==> src/rtl/sol_pkg.sv <==
`timescale 1ns / 1ps
// ----------------------------------------------------------------------------
// sol_pkg
// shared types, constants, coefficient and channel-group helpers for the
// multichannel second-order low-pass filter
// ----------------------------------------------------------------------------
package sol_pkg;

  localparam int SAMPLE_W = 32;
  localparam int TIME_W   = 48;
  localparam int NVAL     = 7;
  localparam int NCH      = 13;
  localparam int CH_W     = 4;
  localparam int K_W      = 20;
  localparam int XI_W     = 15;
  localparam int OMEGA_W  = 16;
  localparam int MINT_W   = 24;
  localparam int COEF_W   = 27;
  localparam int PROD_W   = COEF_W + SAMPLE_W;
  localparam int ACC_W    = 64;
  localparam int P_W      = TIME_W + OMEGA_W;
  localparam int CFG_IDX_W = 3;

  // k = floor(p * 4 / 15625) = (p * ceil(2^48 / 15625)) >> 46 for p < 2^32
  localparam int PQ_W      = 32;
  localparam int RCP_LO_W  = 18;
  localparam int RCP_HI_W  = 17;
  localparam int PL_W      = PQ_W + RCP_LO_W;
  localparam int PH_W      = PQ_W + RCP_HI_W;
  localparam int RCP_SUM_W = PH_W + RCP_LO_W;
  localparam int RCP_SHIFT = 46;

  localparam logic [K_W-1:0]      K_MAX     = {K_W{1'b1}};
  localparam logic [P_W-1:0]      P_SAT     = P_W'(64'd4096000000);
  localparam logic [RCP_LO_W-1:0] RCP_LO    = RCP_LO_W'(124974);
  localparam logic [RCP_HI_W-1:0] RCP_HI    = RCP_HI_W'(68719);
  localparam logic [CH_W-1:0]     CH_LAST   = CH_W'(NCH - 1);

  localparam logic [CFG_IDX_W-1:0] CFG_CUTOFF_ANG = 3'd0;
  localparam logic [CFG_IDX_W-1:0] CFG_CUTOFF_LIN = 3'd1;
  localparam logic [CFG_IDX_W-1:0] CFG_DAMP_ANG   = 3'd2;
  localparam logic [CFG_IDX_W-1:0] CFG_DAMP_LIN   = 3'd3;
  localparam logic [CFG_IDX_W-1:0] CFG_MIN_INT    = 3'd4;

  localparam logic KIND_POSE  = 1'b0;
  localparam logic KIND_TWIST = 1'b1;

  typedef struct packed {
    logic [OMEGA_W-1:0] cutoff_ang;
    logic [OMEGA_W-1:0] cutoff_lin;
    logic [XI_W-1:0]    damp_ang;
    logic [XI_W-1:0]    damp_lin;
    logic [MINT_W-1:0]  min_interval;
  } sol_cfg_t;

  // the dt field holds dt for a twist
  typedef struct packed {
    logic                            kind;
    logic [TIME_W-1:0]               dt;
    logic [NVAL-1:0][SAMPLE_W-1:0]   value;
  } sol_item_t;

  typedef struct packed {
    logic signed [COEF_W-1:0] c0;
    logic signed [COEF_W-1:0] c1;
    logic signed [COEF_W-1:0] c2;
  } sol_coef_t;

  typedef enum logic [2:0] {
    ST_IDLE,
    ST_MUL,
    ST_DINIT,
    ST_DIV,
    ST_COEF1,
    ST_COEF2,
    ST_MAC,
    ST_OUT
  } sol_state_t;

  function automatic sol_coef_t calc_coef(input logic [2*K_W-1:0] kk,
                                          input logic [K_W+XI_W-1:0] kxi);
    logic [2*K_W-1:0]     kk_rnd;
    logic [K_W+XI_W-1:0]  kxi_rnd;
    logic signed [COEF_W-1:0] c0;
    logic signed [COEF_W-1:0] kx;
    sol_coef_t r;
    kk_rnd  = kk + (2*K_W)'(32768);
    kxi_rnd = kxi + (K_W+XI_W)'(8192);
    c0 = COEF_W'($signed({1'b0, kk_rnd[2*K_W-1:16]}));
    kx = COEF_W'($signed({1'b0, kxi_rnd[K_W+XI_W-1:14]}));
    r.c0 = c0;
    r.c1 = COEF_W'(131072) - (kx <<< 1);
    r.c2 = COEF_W'(65536) - c0 - r.c1;
    return r;
  endfunction

  function automatic logic is_ang(input logic [CH_W-1:0] ch);
    return (ch < CH_W'(3)) || (ch >= CH_W'(6) && ch < CH_W'(10));
  endfunction

endpackage

==> src/rtl/sol_fifo.sv <==
`timescale 1ns / 1ps
// ----------------------------------------------------------------------------
// sol_fifo
// two-entry queue between classification and filtering
// ----------------------------------------------------------------------------
module sol_fifo (
  input  logic               clk,
  input  logic               rst_n,
  input  logic               push,
  input  sol_pkg::sol_item_t push_item,
  output logic               full,
  input  logic               pop,
  output logic               avail,
  output sol_pkg::sol_item_t pop_item
);

  sol_pkg::sol_item_t mem_r [2];
  logic               wp_r;
  logic               rp_r;
  logic [1:0]         cnt_r;

  assign full     = (cnt_r == 2'd2);
  assign avail    = (cnt_r != 2'd0);
  assign pop_item = mem_r[rp_r];

  always_ff @(posedge clk) begin
    if (push) begin
      mem_r[wp_r] <= push_item;
    end
  end

  always_ff @(posedge clk) begin
    if (!rst_n) begin
      wp_r  <= 1'b0;
      rp_r  <= 1'b0;
      cnt_r <= '0;
    end else begin
      if (push) wp_r <= !wp_r;
      if (pop)  rp_r <= !rp_r;
      cnt_r <= cnt_r + 2'(push) - 2'(pop);
    end
  end

endmodule

==> config.mk <==
export PLATFORM = sky130hd
export DESIGN_NAME = sol_fifo
export DESIGN_NICKNAME = d
export VERILOG_FILES = /design/src/rtl/sol_pkg.sv /design/src/rtl/sol_fifo.sv
export SDC_FILE = /design/constraint.sdc
export NUM_CORES = 1
export LEC_CHECK = 0
export BUFFER_PORTS_ARGS = -buffer_cell sky130_fd_sc_hd__buf_4
export CAP_MARGIN = 0
export CORE_AREA = 2 2 212 214
export CTS_CLUSTER_DIAMETER = 100
export DETAILED_ROUTE_END_ITERATION = 8
export DIE_AREA = 0 0 214 216
export PLACE_DENSITY_LB_ADDON = 0.12
export SLEW_MARGIN = 40
export SYNTH_ARGS = -nofsm -noshare
export SYNTH_HDL_FRONTEND = slang
export SYNTH_SLANG_ARGS = --single-unit
==> constraint.sdc <==
create_clock -name clk -period 17.3 [get_ports clk]
set_clock_uncertainty 0.15 [all_clocks]
set_input_delay 1.73 -clock clk [delete_from_list [all_inputs] [get_ports clk]]
set_output_delay 1.73 -clock clk [all_outputs]
set_load 0.02 [all_outputs]
==> results.md, run 1 <==
- Post-CTS Setup Bufs: 0
- Sw Share: 0.226
- Die ar.: approximately 46000 µm²
- Number of global-route vias before repair: between 10000 and 15000
- Outcome: finished clean
- Crit-path slowest cell: dfxtp_4
- Buf+Inv Stages, Crit Path: 4
- Largest net degree at the start of global routing: 88
- Area Growth Syn to Fin: 32.1%
- Mapped Cells: 870
- Dpl hpwl: roughly 33000 µm
- Switching pwr: roughly 0.71 mW
- Syn_nets: roughly 1100
- Power, Total: between 3 and 4 mW
- Worst rel slew slack: 0.448
- Worst EP required: around 15 ns
- Core area: around 44000 µm²
- WHS: ~0.42 ns
- Max VDD drop: 0.103 mV
- Syn Std Cell Area: 20100 µm²
- Cell Int Power: approximately 2.4 mW
- Total congestion overflow: 0
- LEAKAGE: between 9 and 10 nW
- Final setup viols: 0
- First-pass GRT wire length: just under 70000 µm
- Max Cap Violations: 0
- Worst-path clk slew: 0.06 ns
- Initial antenna violation count: 4
- Post-Place Cells: 1994
- Final setup TNS: 0 ns
- Total Routing Usage GR: 0.198
- Combinational group share of total power: 0.131
- Crit path capture type: output port
- I/O pins: 552
- Worst-skew pair later-pin latency: roughly 0.59 ns
- DRT antenna net count: 0
- Fin crit share: 0.313
- Flops & latches, synth: ~550
- Cell mode on critical path: buf_4
- Commonest non-fill, non-tap cell in the layout: buf_4
- Register area: around 16000 µm²
- CP max stage delay: ~0.70 ns
- RSZ-0062 raised after global routing: no
- Layout Nets: around 1700
- IO buf count: 551
- Slew Limit Fails: 0
- Share of cells above drive strength 1: 0.607
- CTS tree: done
- Hold Buf Count CTS: 0
- Clock power frac: 0.373
- Die Span Y: between 200 and 250 µm
- Resize count post-CTS: 0
- Clock Root Buffer: clkbuf_16
- Die W: ~210 µm
- Fill cells: 3335
- Row cnt: 77
- Netlist cell types: 13
- Synth area leaders: edfxtp_1 82%, mux2_2 15%, clkbuf_8 1.7%, dfxtp_1 0.50%, buf_6 0.28%
- Area of the multi-input gates: 3200 µm²
- Worst Path Max Fanout: 79
- Worst Path Class, Setup: reg -> out
- CTS sink cnt: around 550
- Via count: a little over 10000
- DRC viols: 0
- Reg power frac: 0.495
- Starting Density: 0.458
- Total CTS buffers: 56
- Routed WL: 47300 µm
- Hold Crit Class: reg -> reg
- Critical Path AT: roughly 3.5 ns
- Longest Clk Path Bufs: 3
- Fmax achieved: between 0.15 and 0.2 GHz
- Synth top area share: 0.816
- Yosys Warn Count: 0
- Slew of the pin with the lowest slew margin: between 0.8 and 0.9 ns
- Iteration-0 DRC Markers: approximately 670
- Register area share after synthesis: 0.821
- Final Hold Fails: 0
- Most frequent cells in the layout: 553 x buf_4, 546 x edfxtp_1, 273 x mux2_2, 57 x clkbuf_16, 15 x clkbuf_1
- Pre-antenna DRT Iters: 4
- Avg Vias per Cell: between 4 and 5
- Drt wl/cell: approximately 23 µm
- CTS H-tree depth: 2
- Top delay family on crit path: buffers and inverters
- Synthesized area per cell: between 20 and 25 µm²
- Final Wtd Congestion: between 0.8 and 0.9
- Period minus WS final: about 5.4 ns
- Worst-path cell chain: buf_12 > buf_6 > buf_4 > mux2_2 > buf_4
- Power Dens Cells: between 100 and 150 nW/µm²
- Post-route insts no fill: 2100
- Yosys top cell by area: edfxtp_1
- CP startpoint kind: flop
==> kinds of logic (layout without fill, tap and decap cells) <==
kind of cell    count (synthesis)  count (layout)  synth area share
flops                         551             551             0.821
mux                           273             273             0.153
buf+inv                        32             666            0.0203
simple gates                    9               9           0.00280
fa+ha+maj                       2               2           0.00124
xor+xnor                        2               2           0.00156
compound gates                  1               1          0.000374
other cells                     0               4                 0
==> Yosys cell counts (all sizes together) <==
cell / number
edfxtp: 546
dfxtp: 5
xor2: 1
and2: 4
xnor3: 1
nor2b: 4
buf: 5
or2: 1
o21a: 1
clkbuf: 25
inv: 2
mux2: 273
ha: 2
==> per-stage QoR <==
stage | setup WS [ns] | util | cell area (µm²)
detailed placement | 12.37 | 0.564 | 24700
global route | 11.63 | 0.606 | 26600
finish | 11.88 | 0.606 | 26600
floorplan | 2.64 | - | 20100
CTS | 11.72 | 0.605 | 26500
global placement | 12.01 | 0.563 | 24700
==> worst register-to-register path: stages (launching register included) <==
cell and delay [ns]:
dfxtp_1 0.39, and2_4 0.37, buf_6 0.65, buf_6 0.69
==> per-layer routing <==
metal  global-route usage  share of wire
met4               0.0709          0.030
met2                0.340           0.51
met1                0.226           0.37
met3               0.0764          0.093
met5                    0        0.00027
==> power by group through the flow <==
| stage | logic [mW] | clock network [mW] | registers, mW |
|---|---|---|---|
| floorplan | 0.231 | 0 | 1.61 |
| global placement | 0.410 | 0 | 1.60 |
| detailed placement | 0.419 | 0 | 1.59 |
| CTS | 0.421 | 1.21 | 1.57 |
| global route | 0.437 | 1.26 | 1.57 |
| finish | 0.414 | 1.18 | 1.56 |
==> sequential cells by signal, summed over array words and instances, names as in the netlist, named ones only <==
register,flops
rp_r,1
cnt_r,2
wp_r,1
mem_r,546
==> cell type report <==
class	instances	share of cell area
inverters	2	0.000283
multi-input cells	287	0.121
clock buffers	72	0.0558
clock inverters	29	0.0116
repair buffers	563	0.162
well taps	592	0.0279
flip-flops and latches	551	0.621
diodes	4	0.000377
==> final timing paths <==
check / from / endpoint / slack (ns) / depth (start not counted)
max reg2reg: wp_r / mem_r[1][39] / 14.62 / 3
min: rp_r / flop / 0.42 / 2
min reg2reg: rp_r / flop / 0.42 / 2
max: flop / pop_item[33] / 11.88 / 5
No activity file was read; power rests on OpenSTA's default activity.
==> run 2: changes to the inputs <==
Settings changed: CORE_AREA 2 2 212 214 to 2 2 216 218, DIE_AREA 0 0 214 216 to 0 0 218 220.
Clock period 17.3 ns to 4.4 ns, I/O delays scaled along.
==> run 2 against run 1 <==
  * Core utilization increased by 3.7 points
  * Final area is 11% higher
  * Non-clock buffer count rose by 298
  * Sequential cell count did not move
  * Combinational power rose to 4.6 times the previous value
  * First-iteration DRC count down 2.9%
  * Global-route usage is 0.051 points higher
==> results.md, run 2 (synthesized netlist as in run 1, its figures left out) <==
- Max Cap Violations: 0 (unchanged)
- First-pass GRT wire length: 71000 µm (+5.6%)
- Max reg flops: 546 (unchanged)
- GRT met1 Usage: 0.234 (+0.00803)
- Total CTS buffers: 55 (-1.8%)
- Area Growth Syn to Fin: 46.7%
- Commonest non-fill, non-tap cell in the layout: buf_4
- Most frequent cells in the layout: 577 x buf_4, 546 x edfxtp_1, 274 x dlygate4sd3_1, 273 x mux2_2, 57 x clkbuf_16
- Power, Total: 12.5 mW (+300%)
- GRT met2 Usage: 0.341 (+0.00144)
- Top Registers: mem_r: 546 flops, cnt_r: 2 flops
- Post-CTS Setup Bufs: 0 (unchanged)
- Outcome: finished clean
- Critical Path AT: 2.43 ns (-1.11 ns)
- Longest Clk Path Bufs: 3 (unchanged)
- Power Dens Cells: 424 nW/µm² (+260%)
- Slew of the pin with the lowest slew margin: 0.731 ns (-0.0968 ns)
- Via count: 11600 (+12%)
- Total congestion overflow: 0 (unchanged)
- RSZ-0062 raised after global routing: no
- GR peak layer: met2
- Initial antenna violation count: 4 (unchanged)
- Largest net degree at the start of global routing: 58 (-34%)
- Worst-path clk slew: 0.06 ns (about the same)
- Final Wtd Congestion: 0.807 (-6.7%)
- LEAKAGE: 11.1 nW (+13%)
- Fmax achieved: ~0.33 GHz
- Die ar.: 48000 µm² (+3.8%)
- Routed WL: 49000 µm (+3.7%)
- Starting Density: 0.438 (-0.0203)
- GR Util met3: 0.0600 (-0.0164)
- Iteration-0 DRC Markers: 647 (-2.9%)
- CTS H-tree depth: 2 (unchanged)
- Final Hold Fails: 0 (unchanged)
- Final setup viols: 0 (unchanged)
- Dpl hpwl: 33500 µm (+2.0%)
- Crit path capture type: output port
- Layout Nets: 2037 (+17%)
- Worst Path Max Fanout: 57 (-28%)
- Share of cells above drive strength 1: 0.521 (-0.0860)
- Hold Crit Class: in -> reg
- Final setup TNS: 0 ns (unchanged)
- Pre-antenna DRT Iters: 4 (unchanged)
- IO buf count: 551 (unchanged)
- Fin crit share: 0.686
- CTS sink cnt: 551 (unchanged)
- Max VDD drop: 0.417 mV (+300%)
- Die W: 218 µm (+1.9%)
- Worst Path Class, Setup: reg -> out
- DRC viols: 0 (unchanged)
- Slew Limit Fails: 0 (unchanged)
- Avg Vias per Cell: 4.79 (-2.9%)
- Period minus WS final: 3.02 ns
- Largest Register: mem_r
- Row cnt: 79 (+2.6%)
- CP startpoint kind: flop
- Core area: 45900 µm² (+4.6%)
- Drt wl/cell: 20.3 µm (-9.8%)
- Worst rel slew slack: 0.513 (+0.0646)
- Worst EP required: 3.81 ns (-11.61 ns)
- Worst-skew pair later-pin latency: 0.59 ns (about the same)
- Total Routing Usage GR: 0.198 (+0.000513)
- Die Span Y: 220 µm (+1.9%)
- CTS tree: done
- I/O pins: 552 (unchanged)
- DRT antenna net count: 0 (unchanged)
- Clock Root Buffer: clkbuf_16
- Number of global-route vias before repair: 12000 (+10%)
## run 2: through the flow
stage / util / worst slack, ns / hold slack (ns) / area (µm²) / cells
2_1_floorplan: - / -0.717 / 0.389 / 20100 / 870
3_3_place_gp: 0.543 / 1.93 / 0.405 / 24900 / 2030
3_5_place_dp: 0.545 / 1.92 / 0.420 / 25000 / 2034
4_1_cts: 0.643 / 1.27 / 0.00627 / 29500 / 2411
5_1_grt: 0.643 / 1.23 / 0.0197 / 29500 / 2414
6_report: 0.643 / 1.38 / 0.0465 / 29500 / 2414
## run 2: worst paths after layout
kind	slack, ns	cells past startpoint	from	end
hold reg to reg	0.43	2	rp_r	flop
setup / recovery	1.38	3	flop	pop_item[241]
setup reg to reg	2.52	3	wp_r	mem_r[1][252]
hold / removal	0.05	3	push	wp_r
## run 2: layout make-up
cell class                 instances  area [µm²]
inverter                           2        7.51
multi-input combinational        287        3200
timing repair buffer             861        7280
antenna                            3        7.51
clock buffer                      65        1460
clock inverter                    38         272
fill                            3331       16400
sequential                       551       16500
tap                              607         759
## run 2: critical path, stage by stage, from the launching register on
cell     delay, ns
dfxtp_4       0.80
buf_12        0.38
mux2_2        0.41
buf_4         0.17
## run 2: report_power, final
group          total (mW)  internal [mW]  switching [mW]
Clock                4.46           2.58            1.88
Combinational        1.89          0.949           0.938
Sequential           6.15           6.07          0.0747
Total                12.5           9.60            2.89
## run 2: timing repair
action / 4_1_cts / 5_1_grt
hold buffers: 274 / 0
hold endpoints to repair: 551 / 0
gates resized for setup: 0 / 0
## run 2: per-layer routing
layer	share of wire	routed length (µm)
met5	0.00027	13
met4	0.036	1740
met3	0.076	3750
met2	0.51	25100
met1	0.38	18400
==> run 3: changes to the inputs <==
Settings changed: ABC_AREA set to 1.
Clock period 4.4 ns to 2.46 ns, I/O delays scaled along.
==> run 3 against run 2 <==
  * Via count is essentially flat
  * Non-clock buffer count grew 9
  * Combinational power increased by 66%
  * Highest routed layer is now met4
  * First-iteration DRC count fell by 24%
  * Die area stayed put
  * Sequential share of layout area decreased by 0.15 points
==> results.md, run 3 <==
- CP startpoint kind: flop
- Top Registers: mem_r: 546 flops, cnt_r: 2 flops
- Crit path capture type: output port
- LEAKAGE: 11.2 nW (+0.29%)
- Starting Density: 0.438 (about the same)
- I/O pins: 552 (unchanged)
- Synth area leaders: edfxtp_1 82%, mux2_2 15%, clkbuf_8 1.7%, dfxtp_1 0.50%, buf_6 0.28%
- Ys async rst share: 0 (unchanged)
- Largest net degree at the start of global routing: 117 (+100%)
- Synth top area share: 0.816 (about the same)
- CTS sink cnt: 551 (unchanged)
- GRT met2 Usage: 0.353 (+0.0115)
- Worst Path Max Fanout: 71 (+25%)
- Dpl hpwl: 33300 µm (-0.76%)
- Total congestion overflow: 0 (unchanged)
- Crit-path slowest cell: dfxtp_4
- Yosys Warn Count: 0 (unchanged)
- Share of cells above drive strength 1: 0.516 (-0.00458)
- DRC viols: 0 (unchanged)
- Row cnt: 79 (unchanged)
- Number of global-route vias before repair: 12400 (+3.9%)
- Initial antenna violation count: 4 (unchanged)
- Worst Path Class, Setup: reg -> out
- Register area share after synthesis: 0.821 (about the same)
- Total Routing Usage GR: 0.204 (+0.00512)
- Die W: 218 µm (unchanged)
- Post-synth EDFFs: 546 (unchanged)
- Top cells by count, synth: 546 x edfxtp_1, 273 x mux2_2, 25 x clkbuf_8
- WHS: 0.230 ns (+0.184 ns)
- Max reg flops: 546 (unchanged)
- Die ar.: 48000 µm² (unchanged)
- Commonest non-fill, non-tap cell in the layout: buf_4
- Max Cap Violations: 0 (unchanged)
- GRT met1 Usage: 0.234 (+0.000238)
- CTS tree: done
- Final Hold Fails: 0 (unchanged)
- Clock Root Buffer: clkbuf_16
- Drt wl/cell: 20.5 µm (+1.1%)
- Final setup TNS: 0 ns (unchanged)
- GR Util met3: 0.0581 (-0.00193)
- Layout Nets: 2059 (+1.1%)
- Dpl ws: 0.582 ns (-1.34 ns)
- First-pass GRT wire length: 72700 µm (+2.4%)
- Slew of the pin with the lowest slew margin: 0.718 ns (-0.0132 ns)
- Post-route insts no fill: 2431 (+0.70%)
- Final Wtd Congestion: 0.812 (+0.68%)
- Outcome: finished clean
- Synthesized area per cell: 22.8 µm² (-1.4%)
- IO buf count: 551 (unchanged)
- Slew Limit Fails: 0 (unchanged)
- Post-route cell area: 29600 µm² (+0.27%)
- Max VDD drop: 0.615 mV (+47%)
- Worst-path clk slew: 0.06 ns (about the same)
- Total CTS buffers: 56 (+1.8%)
- Routed WL: 49900 µm (+1.8%)
- CP max stage delay: 0.42 ns (-0.38 ns)
- Ys flop type: edfxtp_1
- Post-Place Cells: 2042 (+0.39%)
- Mapped Cells: 882 (+1.4%)
- Area Growth Syn to Fin: 47.2%
- Iteration-0 DRC Markers: 491 (-24%)
- Final setup viols: 0 (unchanged)
- GR peak layer: met2
- Cell Area, Placed: 25000 µm² (unchanged)
- Period minus WS final: 2.40 ns
- Fmax achieved: 0.417 GHz
- Syn Std Cell Area: 20100 µm² (about the same)
- CTS H-tree depth: 2 (unchanged)
- Pre-antenna DRT Iters: 4 (unchanged)
- Core area: 45900 µm² (unchanged)
- Power Dens Cells: 740 nW/µm² (+75%)
- Flops & latches, synth: 551 (unchanged)
- Top-count cell post-synth: edfxtp_1
- Die Span Y: 220 µm (unchanged)
- Worst rel slew slack: 0.522 (+0.00877)
- Worst EP required: 2.06 ns (-1.75 ns)
- Fill cells: 3286 (-1.4%)
- Fin crit share: 0.974
- Worst-path cell chain: buf_12 > mux2_2 > buf_4
- Yosys top cell by area: edfxtp_1
- Worst-skew pair later-pin latency: 0.58 ns (about the same)
- Syn_nets: 1161 (+1.0%)
- Critical Path AT: 2.00 ns (-0.43 ns)
- RSZ-0062 raised after global routing: yes
- Most frequent cells in the layout: 576 x buf_4, 546 x edfxtp_1, 277 x dlygate4sd3_1, 273 x mux2_2, 57 x clkbuf_16
- Avg Vias per Cell: 4.76 (-0.71%)
- Via count: 11600 (-0.0086%)
- Largest Register: mem_r
- Hold Crit Class: in -> reg
- Worst setup margin: 0.0634 ns (-1.32 ns)
- Longest Clk Path Bufs: 3 (unchanged)
- Netlist cell types: 11 (-2)
- DRT antenna net count: 0 (unchanged)
run 3: changes by cell type in the layout (fill, tap and decap cells not counted), sizes merged, moves of 6 or more:
cell | before | now
clkinv | 32 | 20
nor2 | 0 | 8
buf | 587 | 593
clkbuf | 65 | 73
nand2 | 0 | 9
run 3: final cells by class:
type | instances | area, µm² | share of cell area
antenna | 4 | 10.0 | 0.000338
clock buffer | 73 | 1490 | 0.0503
clock inverter | 25 | 166 | 0.00563
inverter | 7 | 30.0 | 0.00102
multi-input combinational | 294 | 3180 | 0.108
sequential | 551 | 16500 | 0.558
tap | 607 | 759 | 0.0257
timing repair buffer | 870 | 7430 | 0.251
run 3: report_power, final:
| part | switching, mW | internal, mW | total (mW) |
|---|---|---|---|
| sequential | 0.109 | 10.9 | 11.0 |
| clock | 3.33 | 4.42 | 7.75 |
| combinational | 1.56 | 1.57 | 3.13 |
| total | 5.00 | 16.9 | 21.9 |
run 3: path summary, 6_finish.rpt:
path             startpoint             to  slack, ns  cells after the start
max                    flop   pop_item[49]       0.06                      3
min          push_item[119]  mem_r[0][119]       0.23                      2
max reg2reg        cnt_r[0]       cnt_r[0]       0.64                      7
min reg2reg            rp_r           rp_r       0.35                      2
run 3: cells by family (layout without fill, tap and decap cells):
kind of cell / count (synthesis) / in the layout / share of synthesized area
AOI/OAI and AO/OA: 1 / 1 / 0.000249
adders and majority gates: 2 / 2 / 0.00125
muxes: 273 / 273 / 0.153
DFF: 551 / 551 / 0.821
buffers and inverters: 37 / 975 / 0.0212
and+or+nand+nor: 18 / 18 / 0.00342
other: 0 / 4 / 0
run 3: metrics by stage:
step / utilization / total power, mW
after CTS: 0.644 / 22.1
final: 0.645 / 21.9
after detailed placement: 0.545 / 13.9
after floorplan: - / 12.6
after global routing: 0.645 / 22.6
after global placement: 0.545 / 13.9
run 3: what timing repair did:
action	CTS	global route
endpoints found under the setup margin	47	78
hold endpoints to repair	551	0
gates cloned	1	0
hold buffers	277	0
setup buffers	7	2
resized for setup	2	2
run 3: per-layer routing:
layer	share of wire	routed length [µm]	vias up
li1	-	-	5314
met1	0.37	18400	5736
met2	0.51	25700	397
met3	0.076	3810	113
met4	0.040	2020	0
met5	0	0	-
run 3: worst max-delay path, delay by kind of cell, from the launching register on:
kind / cells / cell delay [ns]
DFF: 1 / 0.42
buffers and inverters: 2 / 0.50
muxes: 1 / 0.42
