`src/rtl/sol_pkg.sv`:
```
`timescale 1ns / 1ps
// ----------------------------------------------------------------------------
// sol_pkg
// shared types, constants, coefficient and channel-group helpers for the
// multichannel second-order low-pass filter
// ----------------------------------------------------------------------------
package sol_pkg;

  localparam int SAMPLE_W = 32;
  localparam int TIME_W   = 48;
  localparam int NVAL     = 7;
  localparam int NCH      = 13;
  localparam int CH_W     = 4;
  localparam int K_W      = 20;
  localparam int XI_W     = 15;
  localparam int OMEGA_W  = 16;
  localparam int MINT_W   = 24;
  localparam int COEF_W   = 27;
  localparam int PROD_W   = COEF_W + SAMPLE_W;
  localparam int ACC_W    = 64;
  localparam int P_W      = TIME_W + OMEGA_W;
  localparam int CFG_IDX_W = 3;

  // k = floor(p * 4 / 15625) = (p * ceil(2^48 / 15625)) >> 46 for p < 2^32
  localparam int PQ_W      = 32;
  localparam int RCP_LO_W  = 18;
  localparam int RCP_HI_W  = 17;
  localparam int PL_W      = PQ_W + RCP_LO_W;
  localparam int PH_W      = PQ_W + RCP_HI_W;
  localparam int RCP_SUM_W = PH_W + RCP_LO_W;
  localparam int RCP_SHIFT = 46;

  localparam logic [K_W-1:0]      K_MAX     = {K_W{1'b1}};
  localparam logic [P_W-1:0]      P_SAT     = P_W'(64'd4096000000);
  localparam logic [RCP_LO_W-1:0] RCP_LO    = RCP_LO_W'(124974);
  localparam logic [RCP_HI_W-1:0] RCP_HI    = RCP_HI_W'(68719);
  localparam logic [CH_W-1:0]     CH_LAST   = CH_W'(NCH - 1);

  localparam logic [CFG_IDX_W-1:0] CFG_CUTOFF_ANG = 3'd0;
  localparam logic [CFG_IDX_W-1:0] CFG_CUTOFF_LIN = 3'd1;
  localparam logic [CFG_IDX_W-1:0] CFG_DAMP_ANG   = 3'd2;
  localparam logic [CFG_IDX_W-1:0] CFG_DAMP_LIN   = 3'd3;
  localparam logic [CFG_IDX_W-1:0] CFG_MIN_INT    = 3'd4;

  localparam logic KIND_POSE  = 1'b0;
  localparam logic KIND_TWIST = 1'b1;

  typedef struct packed {
    logic [OMEGA_W-1:0] cutoff_ang;
    logic [OMEGA_W-1:0] cutoff_lin;
    logic [XI_W-1:0]    damp_ang;
    logic [XI_W-1:0]    damp_lin;
    logic [MINT_W-1:0]  min_interval;
  } sol_cfg_t;

  // the dt field holds dt for a twist
  typedef struct packed {
    logic                            kind;
    logic [TIME_W-1:0]               dt;
    logic [NVAL-1:0][SAMPLE_W-1:0]   value;
  } sol_item_t;

  typedef struct packed {
    logic signed [COEF_W-1:0] c0;
    logic signed [COEF_W-1:0] c1;
    logic signed [COEF_W-1:0] c2;
  } sol_coef_t;

  typedef enum logic [2:0] {
    ST_IDLE,
    ST_MUL,
    ST_DINIT,
    ST_DIV,
    ST_COEF1,
    ST_COEF2,
    ST_MAC,
    ST_OUT
  } sol_state_t;

  function automatic sol_coef_t calc_coef(input logic [2*K_W-1:0] kk,
                                          input logic [K_W+XI_W-1:0] kxi);
    logic [2*K_W-1:0]     kk_rnd;
    logic [K_W+XI_W-1:0]  kxi_rnd;
    logic signed [COEF_W-1:0] c0;
    logic signed [COEF_W-1:0] kx;
    sol_coef_t r;
    kk_rnd  = kk + (2*K_W)'(32768);
    kxi_rnd = kxi + (K_W+XI_W)'(8192);
    c0 = COEF_W'($signed({1'b0, kk_rnd[2*K_W-1:16]}));
    kx = COEF_W'($signed({1'b0, kxi_rnd[K_W+XI_W-1:14]}));
    r.c0 = c0;
    r.c1 = COEF_W'(131072) - (kx <<< 1);
    r.c2 = COEF_W'(65536) - c0 - r.c1;
    return r;
  endfunction

  function automatic logic is_ang(input logic [CH_W-1:0] ch);
    return (ch < CH_W'(3)) || (ch >= CH_W'(6) && ch < CH_W'(10));
  endfunction

endpackage

```
`src/rtl/sol_front.sv`:
```
`timescale 1ns / 1ps
// ----------------------------------------------------------------------------
// sol_front
// configuration registers, item classification and twist interval gate
// ----------------------------------------------------------------------------
module sol_front (
  input  logic                         clk,
  input  logic                         rst_n,
  input  logic                         cfg_valid,
  output logic                         cfg_ready,
  input  logic [sol_pkg::CFG_IDX_W-1:0] cfg_index,
  input  logic [sol_pkg::MINT_W-1:0]   cfg_data,
  input  logic                         in_valid,
  output logic                         in_ready,
  input  logic                         in_kind,
  input  logic [sol_pkg::TIME_W-1:0]   in_time,
  input  logic [sol_pkg::NVAL-1:0][sol_pkg::SAMPLE_W-1:0] in_value,
  input  logic                         q_full,
  output logic                         q_push,
  output sol_pkg::sol_item_t           q_item,
  output sol_pkg::sol_cfg_t            cfg
);

  sol_pkg::sol_cfg_t            cfg_r;
  logic [sol_pkg::TIME_W-1:0]   last_time_r;
  logic [sol_pkg::TIME_W-1:0]   dt;
  logic                         pass;
  logic                         acc;

  assign cfg_ready = 1'b1;
  assign cfg       = cfg_r;
  assign in_ready  = !q_full;
  assign acc       = in_valid && in_ready;
  assign dt        = in_time - last_time_r;
  assign pass      = (in_time > last_time_r) &&
                     (dt > sol_pkg::TIME_W'(cfg_r.min_interval));

  always_comb begin
    q_item.kind  = in_kind;
    q_item.dt    = dt;
    q_item.value = in_value;
    q_push = acc && ((in_kind == sol_pkg::KIND_POSE) || pass);
  end

  always_ff @(posedge clk) begin
    if (!rst_n) begin
      cfg_r.cutoff_ang   <= 16'd2560;
      cfg_r.cutoff_lin   <= 16'd853;
      cfg_r.damp_ang     <= 15'd15729;
      cfg_r.damp_lin     <= 15'd15729;
      cfg_r.min_interval <= 24'd31250;
      last_time_r        <= '0;
    end else begin
      if (cfg_valid) begin
        case (cfg_index)
          sol_pkg::CFG_CUTOFF_ANG: cfg_r.cutoff_ang   <= cfg_data[15:0];
          sol_pkg::CFG_CUTOFF_LIN: cfg_r.cutoff_lin   <= cfg_data[15:0];
          sol_pkg::CFG_DAMP_ANG:   cfg_r.damp_ang     <= cfg_data[14:0];
          sol_pkg::CFG_DAMP_LIN:   cfg_r.damp_lin     <= cfg_data[14:0];
          sol_pkg::CFG_MIN_INT:    cfg_r.min_interval <= cfg_data;
          default: ;
        endcase
      end
      if (acc && in_kind == sol_pkg::KIND_TWIST && pass) begin
        last_time_r <= in_time;
      end
    end
  end

endmodule

```
`config.mk`:
```
export PLATFORM = sky130hd
export DESIGN_NAME = sol_front
export DESIGN_NICKNAME = d
export VERILOG_FILES = /design/src/rtl/sol_pkg.sv /design/src/rtl/sol_front.sv
export SDC_FILE = /design/constraint.sdc
export NUM_CORES = 1
export LEC_CHECK = 0
export BUFFER_PORTS_ARGS = -buffer_cell sky130_fd_sc_hd__clkbuf_2
export CAP_MARGIN = 20
export CORE_AREA = 4 4 255 257
export CTS_CLUSTER_DIAMETER = 100
export CTS_CLUSTER_SIZE = 12
export DETAILED_ROUTE_END_ITERATION = 8
export DIE_AREA = 0 0 259 261
export SYNTH_ARGS = -nofsm -noshare
export SYNTH_HDL_FRONTEND = slang
export SYNTH_SLANG_ARGS = --single-unit
export TNS_END_PERCENT = 1
```
`constraint.sdc`:
```
create_clock -name clk -period 12.49 [get_ports clk]
set_clock_uncertainty 0.05 [all_clocks]
set_input_delay 0.6245 -clock clk [delete_from_list [all_inputs] [get_ports clk]]
set_output_delay 0.6245 -clock clk [all_outputs]
set_load 0.01 [all_outputs]
```
==> key figures, run 1 <==
Status
  – Status: complete, no violations

Timing
  – Worst slew margin: 0.288
  – RSZ-0062 raised after global routing: no
  – Min Clock Period, post-route: 5.77 ns
  – Setup TNS: 0 ns
  – Worst path setup slack after routing: between 6 and 7 ns
  – Hold Worst Slack: 0.363 ns
  – Highest achievable clock rate: 173 MHz
  – Tcrit/Tclk final: 0.462
  – Max-slew violation total from the final report: 0
  – Transition at the pin with the smallest max-transition slack: between 1 and 1.5 ns
  – Final count of hold timing violations: 0
  – Setup Viol. Count Final: 0

Synth
  – Top FF cell, synth: sky130_fd_sc_hd__dfxtp_1
  – Number of enable-type register cells in the synthesized netlist: 0
  – Portion of the post-synthesis area used by sequential elements: 0.246
  – Post-Synthesis Cell Area: between 10,000 and 15,000 sq um
  – Top cell type by total area after synthesis: sky130_fd_sc_hd__dfxtp_1
  – Share of async-settable or async-resettable flops after synthesis: 0
  – Register bit total from synthesis: around 130
  – Synthesis Warnings: 0
  – Net Count, Synth: approximately 1,800
  – Number of standard cells after synthesis: 1,471
  – Unique cell type count in the Yosys netlist: between 60 and 70
  – Top-area cell type share of the netlist area: 0.246
  – Avg Cell Area, Syn: ~7.4 sq um
  – Top cells by area in the synthesized netlist: sky130_fd_sc_hd__dfxtp_1 25%, sky130_fd_sc_hd__buf_4 16%, sky130_fd_sc_hd__nand2_1 11%

Floorplanning
  – Die extent in x: 259 um
  – Effective utilization at floorplan: 0.174
  – Full die area: between 60,000 and 70,000 sq um
  – Area of the core: around 63,000 sq um
  – Top-Level Pins: 667
  – Die Y: 261 um
  – Placement row count: roughly 90

Setup path
  – Ordered cell list for the critical path: inv_1 -> ha_1 -> nor2b_1 -> o2111a_1 -> o21ai_1 -> a21oi_1 -> or2_2 -> a221oi_1 -> xnor2_1 -> ha_1 -> and4_1 -> a221oi_1 -> o21ai_0 -> o31a_1 -> nor4_1 -> nand4b_1 -> o31ai_4 -> a21oi_1 -> clkbuf_2
  – Worst Path Class, Setup: flip-flop to output pin
  – Data required time at the worst endpoint: between 10 and 15 ns
  – Slowest stage delay, CP: around 0.4 ns
  – Highest net fanout along the worst path: 4
  – Worst setup startpoint: last_time_r[1]
  – Number of buffer and inverter instances along the worst setup path: 2
  – Arrival time of the worst setup path: slightly above 5 ns
  – Crit path capture type: output pin
  – Cell family with the largest share of critical-path delay: compound AO/OA/AOI/OAI gates
  – Cell type of the slowest stage on the worst timing path: sky130_fd_sc_hd__o31ai_4
  – Kind of start point of the critical path: flip-flop
  – Startpoint of the lowest-slack register-to-register path: last_time_r[1]

Final layout
  – Fillers: ~7,100
  – Fin nets: roughly 1,800
  – Ratio of cells with drive above 1 in the final layout: 0.189
  – Area overhead of the layout relative to synthesis: 6.92%

Clock network
  – CTS tree: yes
  – Clk Tree Root Cell: sky130_fd_sc_hd__clkbuf_16
  – TritonCTS buffer count: 17
  – Number of clock sinks seen by CTS: 134
  – Clock latency on the worst-skew pair: around 0.44 ns
  – Clk buf depth: 2
  – CTS H-tree depth: 4
  – Setup repair bufs after CTS: 0
  – Post_cts resized: 0
  – CTS Hold Buffers Added: 0
  – Clock slew at reported path FFs: approximately 0.070 ns

Run
  – Max-Cap Viols: 0

Power and ir drop
  – Power per unit of standard cell area: around 110 nW/um^2
  – Static leakage: ~0.0046 uW
  – Worst ir drop on vdd: 93.7 uV

Route
  – TritonRoute pass-1 iters: 5
  – Wirelength per Cell: roughly 19 um
  – DR DRC count: 0
  – DR iter-0 viols: around 600
  – Wirelength, routed: approximately 43,000 um
  – Via Count: 9,600
  – Vias per std cell: about 4.2
  – Antenna viol nets, final: 0

Global route
  – Global-route wire length before repair: between 60,000 and 70,000 um
  – Largest net degree at the start of global routing: 100
  – Combined global-route utilization of all metal layers: 0.121
  – Remaining global-route overflow: 0
  – Number of global-route vias before repair: approximately 9,000
  – Number of antenna violations at the first check in global routing: 12

Placement
  – Worst-case setup slack after placement: about 6.7 ns
  – Buffers on Ports: roughly 220
  – Gp weighted congestion: just under 0.9
  – Placed wire-length estimate: ~35,000 um

Worst hold path
  – Startpoint of the tightest hold check path: cfg_data[17]
  – Classification of the worst-slack hold path: input pin to flip-flop
final timing paths:
kind,endpoint,slack (ns),depth (start not counted)
min reg2reg,last_time_r[4],0.41,2
max,q_push,6.72,19
min,cfg[17],0.36,3
max reg2reg,last_time_r[18],7.20,21
layout by cell type (no fill, tap or decap), types with 5 or more instances in the layout:
master | netlist | layout
sky130_fd_sc_hd__nand2_1 | 325 | 325
sky130_fd_sc_hd__clkbuf_2 | 0 | 216
sky130_fd_sc_hd__dfxtp_1 | 134 | 134
sky130_fd_sc_hd__inv_1 | 81 | 81
sky130_fd_sc_hd__a21oi_1 | 75 | 75
sky130_fd_sc_hd__ha_1 | 72 | 72
sky130_fd_sc_hd__nor2_1 | 54 | 54
sky130_fd_sc_hd__a21boi_0 | 53 | 53
sky130_fd_sc_hd__mux2i_1 | 50 | 50
sky130_fd_sc_hd__nand3_1 | 39 | 39
sky130_fd_sc_hd__o21ai_0 | 33 | 33
sky130_fd_sc_hd__nand4_1 | 32 | 32
sky130_fd_sc_hd__xnor2_1 | 24 | 24
sky130_fd_sc_hd__a21o_1 | 20 | 20
sky130_fd_sc_hd__clkbuf_16 | 0 | 17
sky130_fd_sc_hd__o211ai_1 | 15 | 15
sky130_fd_sc_hd__xor2_1 | 14 | 14
sky130_fd_sc_hd__a211oi_1 | 11 | 11
sky130_fd_sc_hd__nor3_1 | 11 | 11
sky130_fd_sc_hd__and2_1 | 11 | 11
sky130_fd_sc_hd__and3_1 | 10 | 10
sky130_fd_sc_hd__nor4_1 | 10 | 10
sky130_fd_sc_hd__o21ai_1 | 9 | 9
sky130_fd_sc_hd__o21a_1 | 7 | 7
sky130_fd_sc_hd__o21bai_1 | 7 | 7
sky130_fd_sc_hd__inv_6 | 0 | 7
sky130_fd_sc_hd__or3_1 | 6 | 6
sky130_fd_sc_hd__a31oi_1 | 5 | 5
sky130_fd_sc_hd__buf_4 | 226 | 5
layer usage:
layer  vias up  global-route usage  wire length [um]
li1       4633                   -                 -
met1      4397               0.140             17400
met2       410               0.186             18700
met3       140              0.0582              4570
met4        20              0.0592              1920
met5         -                   0               130
state kept, by name, summed over array words and instances (netlist names):
name,flops
cfg,86
last_time_r,48
cells by family after synthesis:
kind of cell             count (synthesis)  synth area share
other                                    1          0.000344
buffers and inverters                  381             0.214
XOR/XNOR                                38            0.0305
flip-flops                             134             0.246
AO/OA/AOI/OAI                          272             0.168
AND/OR/NAND/NOR                        519             0.208
adder cells (fa/ha/maj)                 73            0.0844
multiplexers                            53            0.0489
per-stage QoR:
| stage | instance area (sq um) | power [uW] | utilization | instances |
|---|---|---|---|---|
| 3_5_place_dp | 11100 | 801 | 0.176 | 2237 |
| 6_report | 11700 | 1330 | 0.186 | 2272 |
| 4_1_cts | 11700 | 1350 | 0.186 | 2269 |
| 5_1_grt | 11700 | 1400 | 0.186 | 2270 |
| 2_1_floorplan | 10900 | 735 | - | 1471 |
| 3_3_place_gp | 11100 | 802 | 0.176 | 2237 |
worst min-delay path: cells and delay by family:
kind | cells | cell delay [ns]
buffers and inverters | 1 | 0.08
AND/OR/NAND/NOR | 1 | 0.04
AO/OA/AOI/OAI | 1 | 0.06
Yosys cell counts (14+ instances only):
| cell type | count |
|---|---|
| sky130_fd_sc_hd__nand2_1 | 325 |
| sky130_fd_sc_hd__buf_4 | 226 |
| sky130_fd_sc_hd__dfxtp_1 | 134 |
| sky130_fd_sc_hd__inv_1 | 81 |
| sky130_fd_sc_hd__a21oi_1 | 75 |
| sky130_fd_sc_hd__ha_1 | 72 |
| sky130_fd_sc_hd__nor2_1 | 54 |
| sky130_fd_sc_hd__a21boi_0 | 53 |
| sky130_fd_sc_hd__mux2i_1 | 50 |
| sky130_fd_sc_hd__clkbuf_1 | 43 |
| sky130_fd_sc_hd__nand3_1 | 39 |
| sky130_fd_sc_hd__o21ai_0 | 33 |
| sky130_fd_sc_hd__nand4_1 | 32 |
| sky130_fd_sc_hd__buf_2 | 26 |
| sky130_fd_sc_hd__xnor2_1 | 24 |
| sky130_fd_sc_hd__a21o_1 | 20 |
| sky130_fd_sc_hd__o211ai_1 | 15 |
| sky130_fd_sc_hd__xor2_1 | 14 |
power by group:
part           leakage [uW]  switching, uW  internal [uW]
clock              0.000292            238            303
sequential          0.00109           6.29            439
combinational       0.00322            225            120
total               0.00460            469            862
area by class of cell:
| class | instances | area, sq um | share of cell area |
|---|---|---|---|
| repair buffers | 221 | 1120 | 0.0958 |
| clock inverters | 15 | 179 | 0.0153 |
| flip-flops and latches | 134 | 2680 | 0.230 |
| multi-input cells | 956 | 5900 | 0.505 |
| clock buffers | 17 | 425 | 0.0364 |
| well taps | 846 | 1060 | 0.0907 |
| diodes | 2 | 5.00 | 0.000429 |
| inverters | 81 | 304 | 0.0260 |
Note: power is estimated with default switching activity, not from simulation.
==> inputs of run 2 (changes only) <==
--- a/config.mk
+++ b/config.mk
@@ -5,13 +5,14 @@
 export SDC_FILE = /design/constraint.sdc
 export NUM_CORES = 1
 export LEC_CHECK = 0
+export ABC_AREA = 1
 export BUFFER_PORTS_ARGS = -buffer_cell sky130_fd_sc_hd__clkbuf_2
 export CAP_MARGIN = 20
-export CORE_AREA = 4 4 255 257
+export CORE_AREA = 4 4 259 261
 export CTS_CLUSTER_DIAMETER = 100
 export CTS_CLUSTER_SIZE = 12
 export DETAILED_ROUTE_END_ITERATION = 8
-export DIE_AREA = 0 0 259 261
+export DIE_AREA = 0 0 263 265
 export SYNTH_ARGS = -nofsm -noshare
 export SYNTH_HDL_FRONTEND = slang
 export SYNTH_SLANG_ARGS = --single-unit
==> constraint.sdc (replaced) <==
create_clock -name clk -period 5.65 [get_ports clk]
set_clock_uncertainty 0.05 [all_clocks]
set_input_delay 0.2825 -clock clk [delete_from_list [all_inputs] [get_ports clk]]
set_output_delay 0.2825 -clock clk [all_outputs]
set_load 0.01 [all_outputs]
==> key figures, run 2 <==
Setup path
  – Arrival time of the worst setup path: 4.35 ns (-0.75 ns)
  – Slowest stage delay, CP: 0.35 ns (-0.06 ns)
  – Kind of start point of the critical path: flip-flop
  – Startpoint of the lowest-slack register-to-register path: last_time_r[8]
  – Highest net fanout along the worst path: 25 (+21)
  – Critical Path Most Common Cell: sky130_fd_sc_hd__nand3_1
  – Cell type of the slowest stage on the worst timing path: sky130_fd_sc_hd__ha_1
  – Data required time at the worst endpoint: 5.32 ns (-6.50 ns)
  – Worst setup startpoint: last_time_r[8]
  – Cell family with the largest share of critical-path delay: simple AND/OR/NAND/NOR gates
  – Crit path capture type: output pin
  – Number of buffer and inverter instances along the worst setup path: 2 (unchanged)
  – Ordered cell list for the critical path: inv_1 -> ha_1 -> nand2_1 -> nor2_2 -> nand3_1 -> nand3_1 -> a31oi_1 -> xnor2_1 -> ha_1 -> nand2_1 -> or2_2 -> a21oi_1 -> nor2_1 -> or2_2 -> nand3_1 -> nor2_1 -> nand3_1 -> nor2_2 -> nand2_4 -> nand2_1 -> a21oi_1 -> clkbuf_2
  – Worst Path Class, Setup: flip-flop to output pin

Route
  – Wirelength per Cell: 16.5 um (-12%)
  – Wirelength, routed: 46,700 um (+9.4%)
  – TritonRoute pass-1 iters: 6 (+1)
  – Via Count: 11,400 (+19%)
  – Antenna viol nets, final: 0 (unchanged)
  – DR DRC count: 0 (unchanged)
  – DR iter-0 viols: 612 (+2.7%)
  – Vias per std cell: 4.03 (-4.6%)

Clock network
  – Number of clock sinks seen by CTS: 134 (unchanged)
  – Setup repair bufs after CTS: 0 (unchanged)
  – Clock slew at reported path FFs: 0.07 ns (about the same)
  – Clk Tree Root Cell: sky130_fd_sc_hd__clkbuf_16
  – CTS H-tree depth: 4 (unchanged)
  – CTS tree: yes
  – Post_cts resized: 0 (unchanged)
  – TritonCTS buffer count: 17 (unchanged)
  – Clk buf depth: 2 (unchanged)
  – CTS Hold Buffers Added: 0 (unchanged)
  – Clock latency on the worst-skew pair: 0.45 ns (about the same)

Global route
  – Combined global-route utilization of all metal layers: 0.130 (+0.00956)
  – Number of global-route vias before repair: 11,000 (+22%)
  – Number of antenna violations at the first check in global routing: 17 (+5)
  – Largest net degree at the start of global routing: 88 (-12%)
  – Global-route wire length before repair: 68,700 um (+13%)
  – Remaining global-route overflow: 0 (unchanged)

Synth
  – Top cell type by total area after synthesis: sky130_fd_sc_hd__dfxtp_1
  – Net Count, Synth: 2,358 (+28%)
  – Number of standard cells after synthesis: 1,980 (+35%)
  – Unique cell type count in the Yosys netlist: 35 (-47%)
  – Number of enable-type register cells in the synthesized netlist: 0 (unchanged)
  – Register bit total from synthesis: 134 (unchanged)
  – Post-Synthesis Cell Area: 11,900 sq um (+8.9%)
  – Top cells by area in the synthesized netlist: sky130_fd_sc_hd__dfxtp_1 23%, sky130_fd_sc_hd__nand2_1 18%, sky130_fd_sc_hd__buf_4 14%
  – Top FF cell, synth: sky130_fd_sc_hd__dfxtp_1
  – Library cell with the highest instance count after synthesis: sky130_fd_sc_hd__nand2_1
  – Portion of the post-synthesis area used by sequential elements: 0.226 (-0.0200)
  – Synth cell count leaders: 555 x sky130_fd_sc_hd__nand2_1, 362 x sky130_fd_sc_hd__inv_1, 226 x sky130_fd_sc_hd__buf_4, 204 x sky130_fd_sc_hd__nor2_1, 134 x sky130_fd_sc_hd__dfxtp_1
  – Share of async-settable or async-resettable flops after synthesis: 0 (unchanged)
  – Avg Cell Area, Syn: 6.00 sq um (-19%)
  – Top-area cell type share of the netlist area: 0.226 (-0.0200)
  – Synthesis Warnings: 0 (unchanged)

Timing
  – Transition at the pin with the smallest max-transition slack: 0.838 ns (-0.220 ns)
  – Setup Viol. Count Final: 0 (unchanged)
  – Hold Worst Slack: 0.0612 ns (-0.302 ns)
  – Worst slew margin: 0.441 (+0.153)
  – Setup TNS: 0 ns (unchanged)
  – Tcrit/Tclk final: 0.829
  – Highest achievable clock rate: 213 MHz
  – Min Clock Period, post-route: 4.69 ns
  – Final count of hold timing violations: 0 (unchanged)
  – RSZ-0062 raised after global routing: no
  – Max-slew violation total from the final report: 0 (unchanged)

Final layout
  – Ratio of cells with drive above 1 in the final layout: 0.150 (-0.0389)
  – Top library cells by usage in the layout, fill and taps aside: 555 x sky130_fd_sc_hd__nand2_1, 362 x sky130_fd_sc_hd__inv_1, 216 x sky130_fd_sc_hd__clkbuf_2
  – Area overhead of the layout relative to synthesis: 8.02%
  – Commonest non-fill, non-tap cell in the layout: sky130_fd_sc_hd__nand2_1
  – Fin nets: 2,331 (+30%)
  – Largest register FFs: 86 (unchanged)

Floorplanning
  – Effective utilization at floorplan: 0.184 (+0.0104)
  – Top-Level Pins: 667 (unchanged)
  – Placement row count: 93 (+1.1%)
  – Die extent in x: 263 um (+1.5%)
  – Full die area: 69,700 sq um (+3.1%)
  – Die Y: 265 um (+1.5%)
  – Area of the core: 64,500 sq um (+2.8%)

Run
  – Max-Cap Viols: 0 (unchanged)

Power and ir drop
  – Overall power: 3160 uW (+140%)
  – Worst ir drop on vdd: 175 uV (+86%)
  – Static leakage: 0.00703 uW (+53%)
  – Power per unit of standard cell area: 246 nW/um^2 (+120%)

Placement
  – Gp weighted congestion: 0.937 (+4.9%)
  – Placed wire-length estimate: 38,800 um (+11%)
  – Buffers on Ports: 217 (unchanged)

Worst hold path
  – Classification of the worst-slack hold path: input pin to flip-flop
  – Startpoint of the tightest hold check path: cfg_data[17]

Status
  – Status: complete, no violations
[run 2: worst paths after layout]
check / slack (ns) / depth (start not counted) / endpoint
max reg2reg: 1.03 / 24 / last_time_r[33]
max: 0.96 / 22 / q_push
min: 0.06 / 3 / cfg[17]
min reg2reg: 0.40 / 2 / cfg[60]
[run 2: where the power goes]
| group | leakage (uW) | switching [uW] | internal [uW] |
|---|---|---|---|
| sequential | 0.00109 | 15.3 | 984 |
| combinational | 0.00564 | 688 | 329 |
| clock | 0.000296 | 549 | 600 |
| total | 0.00703 | 1250 | 1910 |
[run 2: cell families (layout without fill, tap and decap cells)]
group                    Yosys count  count (layout)  synth area share
XOR/XNOR                          23              23            0.0169
flip-flops                       134             134             0.226
AND/OR/NAND/NOR                  946             946             0.331
buffers and inverters            656             642             0.282
adder cells (fa/ha/maj)           73              73            0.0775
AO/OA/AOI/OAI                    147             147            0.0660
other                              1               6          0.000315
[run 2: area by class of cell]
type                       instances  area (sq um)
clock buffer                      17           425
fill                            7568         51600
inverter                         383          1440
antenna                            5          12.5
multi-input combinational       1190          5850
clock inverter                    15           181
sequential                       134          2680
tap                              855          1070
timing repair buffer             227          1180
[run 2: worst min-delay path, cell delays in order]
cell and delay (ns):
sky130_fd_sc_hd__clkbuf_2 0.07, sky130_fd_sc_hd__o21ai_0 0.07, sky130_fd_sc_hd__a21oi_1 0.10
[run 2: through the flow]
stage,worst slack (ns),util,std cells,area (sq um)
6_report,0.965,0.199,2826,12800
3_5_place_dp,0.754,0.190,2789,12200
4_1_cts,0.852,0.199,2821,12800
5_1_grt,0.489,0.199,2821,12800
2_1_floorplan,1.99,-,1980,11900
3_3_place_gp,0.804,0.190,2789,12200
[run 2: routing by layer]
metal | GRT usage | part of all wire
met1 | 0.135 | 0.37
met2 | 0.223 | 0.47
met3 | 0.0633 | 0.11
met4 | 0.0590 | 0.044
met5 | 0 | 0.0029
